[src/design/p2r_pkg.sv]
// Shared constants and the forward-scale table for the point-to-rectangle distance block.
// No dependencies.
package p2r_pkg;
   localparam int X_W     = 26;
   localparam int Y_W     = 25;
   localparam int DIST_W  = 26;
   localparam int DX_W    = X_W + 1;
   localparam int DY_W    = Y_W + 1;
   localparam int IDX_W   = 9;
   localparam int ROM_W   = 13;
   localparam int ROM_DEPTH = 138;
   localparam int ROM_AW  = 8;
   localparam int PROD_W  = DX_W + ROM_W + 1;

   localparam logic [ROM_W-1:0] FWD_ROM [0:ROM_DEPTH-1] = '{
      13'd4559,13'd4558,13'd4557,13'd4556,13'd4554,13'd4551,13'd4548,13'd4544,13'd4539,
      13'd4534,13'd4529,13'd4522,13'd4516,13'd4508,13'd4500,13'd4492,13'd4482,13'd4473,
      13'd4462,13'd4451,13'd4440,13'd4428,13'd4415,13'd4402,13'd4388,13'd4373,13'd4358,
      13'd4343,13'd4327,13'd4310,13'd4293,13'd4275,13'd4257,13'd4238,13'd4218,13'd4198,
      13'd4177,13'd4156,13'd4135,13'd4112,13'd4090,13'd4066,13'd4042,13'd4018,13'd3993,
      13'd3968,13'd3942,13'd3915,13'd3888,13'd3861,13'd3833,13'd3805,13'd3776,13'd3746,
      13'd3716,13'd3686,13'd3655,13'd3623,13'd3592,13'd3559,13'd3526,13'd3493,13'd3459,
      13'd3425,13'd3391,13'd3355,13'd3320,13'd3284,13'd3248,13'd3211,13'd3174,13'd3136,
      13'd3098,13'd3059,13'd3021,13'd2981,13'd2942,13'd2902,13'd2861,13'd2820,13'd2779,
      13'd2738,13'd2696,13'd2654,13'd2611,13'd2568,13'd2525,13'd2481,13'd2438,13'd2393,
      13'd2349,13'd2304,13'd2259,13'd2213,13'd2168,13'd2122,13'd2075,13'd2029,13'd1982,
      13'd1935,13'd1887,13'd1840,13'd1792,13'd1744,13'd1696,13'd1647,13'd1598,13'd1550,
      13'd1500,13'd1451,13'd1402,13'd1352,13'd1302,13'd1252,13'd1202,13'd1151,13'd1101,
      13'd1050,13'd999,13'd948,13'd897,13'd846,13'd795,13'd743,13'd692,13'd640,
      13'd589,13'd537,13'd485,13'd433,13'd381,13'd329,13'd277,13'd225,13'd173,
      13'd121,13'd69,13'd17
   };
endpackage

[src/design/p2r_sqrt.sv]
// Pipelined floor square root, one root bit per stage.
// Depends on p2r_pkg for house conventions only.
module p2r_sqrt import p2r_pkg::*; #(
   parameter int ROOT_W = 29
) (
   input  logic                  clock,
   input  logic                  reset,
   input  logic                  in_valid,
   output logic                  in_ready,
   input  logic [2*ROOT_W-1:0]   in_value,
   output logic                  out_valid,
   input  logic                  out_ready,
   output logic [ROOT_W-1:0]     out_root
);
   localparam int SQ_W  = 2 * ROOT_W;
   localparam int REM_W = ROOT_W + 2;

   logic [ROOT_W-1:0] v_ff, v_in;
   logic [ROOT_W:0]   rdy;
   logic [REM_W-1:0]  rem_ff  [0:ROOT_W-1];
   logic [ROOT_W-1:0] root_ff [0:ROOT_W-1];
   logic [SQ_W-1:0]   rest_ff [0:ROOT_W-1];

   always_comb begin
      rdy[ROOT_W] = out_ready;
      for (int i = ROOT_W - 1; i >= 0; i--) begin
         rdy[i] = !v_ff[i] || rdy[i+1];
      end
      v_in[0] = rdy[0] ? in_valid : v_ff[0];
      for (int i = 1; i < ROOT_W; i++) begin
         v_in[i] = rdy[i] ? v_ff[i-1] : v_ff[i];
      end
   end

   assign in_ready  = rdy[0];
   assign out_valid = v_ff[ROOT_W-1];
   assign out_root  = root_ff[ROOT_W-1];

   always_ff @(posedge clock) begin
      if (reset) begin
         v_ff <= '0;
      end else begin
         v_ff <= v_in;
      end
   end

   for (genvar k = 0; k < ROOT_W; k++) begin : g_stage
      logic [REM_W-1:0]  rem_prev, rem_sh, trial;
      logic [ROOT_W-1:0] root_prev;
      logic [SQ_W-1:0]   rest_prev;
      logic              take;

      if (k == 0) begin : g_first
         assign rem_prev  = '0;
         assign root_prev = '0;
         assign rest_prev = in_value;
      end else begin : g_next
         assign rem_prev  = rem_ff[k-1];
         assign root_prev = root_ff[k-1];
         assign rest_prev = rest_ff[k-1];
      end

      always_comb begin
         rem_sh = {rem_prev[REM_W-3:0], rest_prev[SQ_W-1 -: 2]};
         trial  = {root_prev, 2'b01};
         take   = rem_sh >= trial;
      end

      always_ff @(posedge clock) begin
         if (rdy[k]) begin
            rem_ff[k]  <= take ? rem_sh - trial : rem_sh;
            root_ff[k] <= {root_prev[ROOT_W-2:0], take};
            rest_ff[k] <= {rest_prev[SQ_W-3:0], 2'b00};
         end
      end
   end
endmodule

[config.mk]
export PLATFORM = sky130hd
export DESIGN_NAME = p2r_sqrt
export DESIGN_NICKNAME = d
export VERILOG_FILES = /design/src/design/p2r_pkg.sv /design/src/design/p2r_sqrt.sv
export SDC_FILE = /design/constraint.sdc
export NUM_CORES = 2
export LEC_CHECK = 0
export ABC_AREA = 1
export BUFFER_PORTS_ARGS = -buffer_cell sky130_fd_sc_hd__clkbuf_2
export CORE_ASPECT_RATIO = 0.75
export CORE_UTILIZATION = 30
export CTS_CLUSTER_SIZE = 24
export DETAILED_ROUTE_END_ITERATION = 8
export PLACE_DENSITY_LB_ADDON = 0.15
export SLEW_MARGIN = 20
export SYNTH_ARGS = -nofsm -noshare
export SYNTH_HDL_FRONTEND = slang
export SYNTH_SLANG_ARGS = --single-unit
[constraint.sdc]
create_clock -name clock -period 33.1 [get_ports clock]
set_clock_uncertainty 0.2 [all_clocks]
set_input_delay 6.62 -clock clock [delete_from_list [all_inputs] [get_ports clock]]
set_output_delay 6.62 -clock clock [all_outputs]
set_load 0.1 [all_outputs]
==> results.cfg <==
[sta]
min_period_over_period_pct = 58.8
post-route-min-period_ns = 19.48
worst_slew_pin_slew_ns = 1.07
fmax_ghz = 0.0513
hold_viol = 0
tns_ns = 0
finalMaxSlewViolations = 0
setup_viol = 0
slew_headroom_pct = 27.9
setup_ws_ns = 13.62
rsz0062_at_grt = no

[logic_synthesis]
synth-main-ff-cell = edfxtp_1
syn_area_per_cell_um2 = 11.9
synth-edff-count = 2018
syn-num-nets = 8458
ys_types = 73
synth_cells = 7930
syn_area_um2 = 94300
ys_ff_latch = 2047
async_flop_share_pct = 0
ys_seq_area_share_pct = 64.9
ys_warn_count = 0

[routing]
drc = 0
vias = 56700
dr.pass1.iters = 6
drt_wl_total_um = 209000
drt_iter0_drc = 4474
avgRoutedWirePerCell_um = 16.7
drt-vias-per-instance = 4.54
postRouteAntennaNets = 0

[run]
maxCapViolations = 0

[grt]
overflow = 0
antenna_found_initial = 9
grt_max_degree = 72
first_global_vias = 55400
grt_first_pass_wirelength_um = 326000
grt_usage_pct = 13.0

[layout]
mostFrequentLayoutCell = edfxtp_1
final_core_utilization_pct = 34.4
drive_gt1_share_pct = 7.22
finalNetCount = 8737
layout_common_cells = edfxtp_1, nand2_1, inv_1
area_growth_pct = 13.4
n_fill_cell = 30500
design_area_um2 = 107000

[critical_path]
end_kind = output pin
crit_fanout = 69
cp.required_ns = 26.28
cp_top_family = simple AND/OR/NAND/NOR gates
cp-start-kind = input pin
crit_top_cell = nor2_4
path_depth = 21
crit_arrival_ns = 12.66
slowest_delay_ns = 0.49
slowest_stage = clkbuf_2
worstSetupPathType = input pin to output pin
crit_chain = clkbuf_2 > inv_2 > nand3_2 > buf_4 > nor2_4 > nand4_4 > buf_4 > nor2_4 > nand4_4 > buf_4 > nor2_4 > nand4_4 > nor2_4 > nand4_4 > nor2_4 > nand4_4 > nor2_4 > nand4_4 > nor2_4 > nand3_4 > clkbuf_2
r2r_cells = 19
path_buf_inv = 6

[cts]
clockBufferDepth = 4
clkTransAtPathRegs_ns = 0.06
cts_hold_buf = 0
cts_made_buffers = 221
cts_sinks = 2047
h-tree-depth = 4
cts_root_buf = clkbuf_16
post-cts-setup-buffers = 0
cts_tree = yes
insertion_delay_ns = 0.92
cts_resized = 0

[status]
status = completed

[pwr]
p_per_area_nw_per_um2 = 69.4
vdd_ir_drop_max_mv = 0.0426
p_leak_nw = 43.7

[floorplanning]
die_x_um = 649
coreArea_um2 = 311000
dieHeight_um = 488
dieArea_um2 = 317000
rows = 177
initial_core_util_pct = 30.3
ios = 93

[placed_design]
dp_hpwl_um = 158000
portBuffers = 92
pre_cts_ws_ns = 13.33
place_area_um2 = 99900
gp_congestion = 0.882

[hold_path]
worst_hold_path_type = flip-flop to flip-flop
hold_path_depth = 0
==> flip-flops by register name, summed over array words and instances (netlist names) <==
signal / count
rest_ff: 812
rem_ff: 771
v_ff: 29
root_ff: 435
==> layer usage <==
metal | vias to the layer above | part of all wire [%] | track usage, %
met3 | 289 | 5.5 | 2.40
met4 | 0 | 2.0 | 2.98
met5 | - | 0 | 0
met2 | 1188 | 40 | 18.4
met1 | 27000 | 53 | 20.3
li1 | 28200 | - | -
==> power breakdown <==
part	total, mW	switching, mW	internal (mW)
Clock	2.43	1.01	1.42
Sequential	3.68	0.313	3.37
Combinational	1.31	0.816	0.493
Total	7.42	2.14	5.28
==> layout make-up <==
cell class,count,area [um2],area share [%]
sequential,2047,61200,57.2
antenna,3,7.51,0.00702
inverter,1104,4150,3.88
clock buffer,274,5860,5.48
clock inverter,118,1180,1.11
tap,4117,5150,4.82
timing repair buffer,136,791,0.739
multi-input combinational,4699,28600,26.8
==> cell usage after synthesis, drive strengths merged, types with 36 or more instances <==
| cell | count | area share [%] |
|---|---|---|
| inv | 1101 | 4.4 |
| nand2 | 1165 | 4.7 |
| nor3 | 133 | 0.74 |
| ha | 466 | 6.2 |
| nand3 | 188 | 1.0 |
| nand4 | 92 | 0.75 |
| edfxtp | 2018 | 64 |
| buf | 44 | 0.29 |
| o21ai | 577 | 3.1 |
| xnor2 | 329 | 3.1 |
| a21oi | 511 | 2.8 |
| xor2 | 339 | 3.1 |
| clkbuf | 36 | 0.14 |
| nor2 | 613 | 2.5 |
| nor4 | 66 | 0.46 |
==> final timing paths <==
check,startpoint,to,slack [ns]
worst max-delay path,out_ready,in_ready,13.62
worst min-delay path,rest_ff[0][666],rest_ff[0][724],0.15
worst max register to register,v_ff[28],rest_ff[0][164],26.03
worst min register to register,rest_ff[0][666],rest_ff[0][724],0.15
==> cell families after synthesis <==
family | count (synthesis) | share of synthesized area, %
AO/OA/AOI/OAI | 1250 | 7.33
XOR/XNOR | 668 | 6.20
adder cells (fa/ha/maj) | 466 | 6.18
buffers and inverters | 1184 | 4.83
flip-flops | 2047 | 64.9
other | 1 | 0.00398
AND/OR/NAND/NOR | 2314 | 10.6
==> stage by stage <==
step / std cells / total power [mW] / hold WS (ns)
after detailed placement: 12100 / 5.05 / 0.205
after CTS: 12500 / 7.53 / 0.146
after global routing: 12500 / 7.85 / 0.171
after global placement: 12100 / 5.03 / 0.200
after floorplan: 7930 / 4.60 / 0.200
final: 12500 / 7.42 / 0.148
No activity file was read; power rests on OpenSTA's default activity.
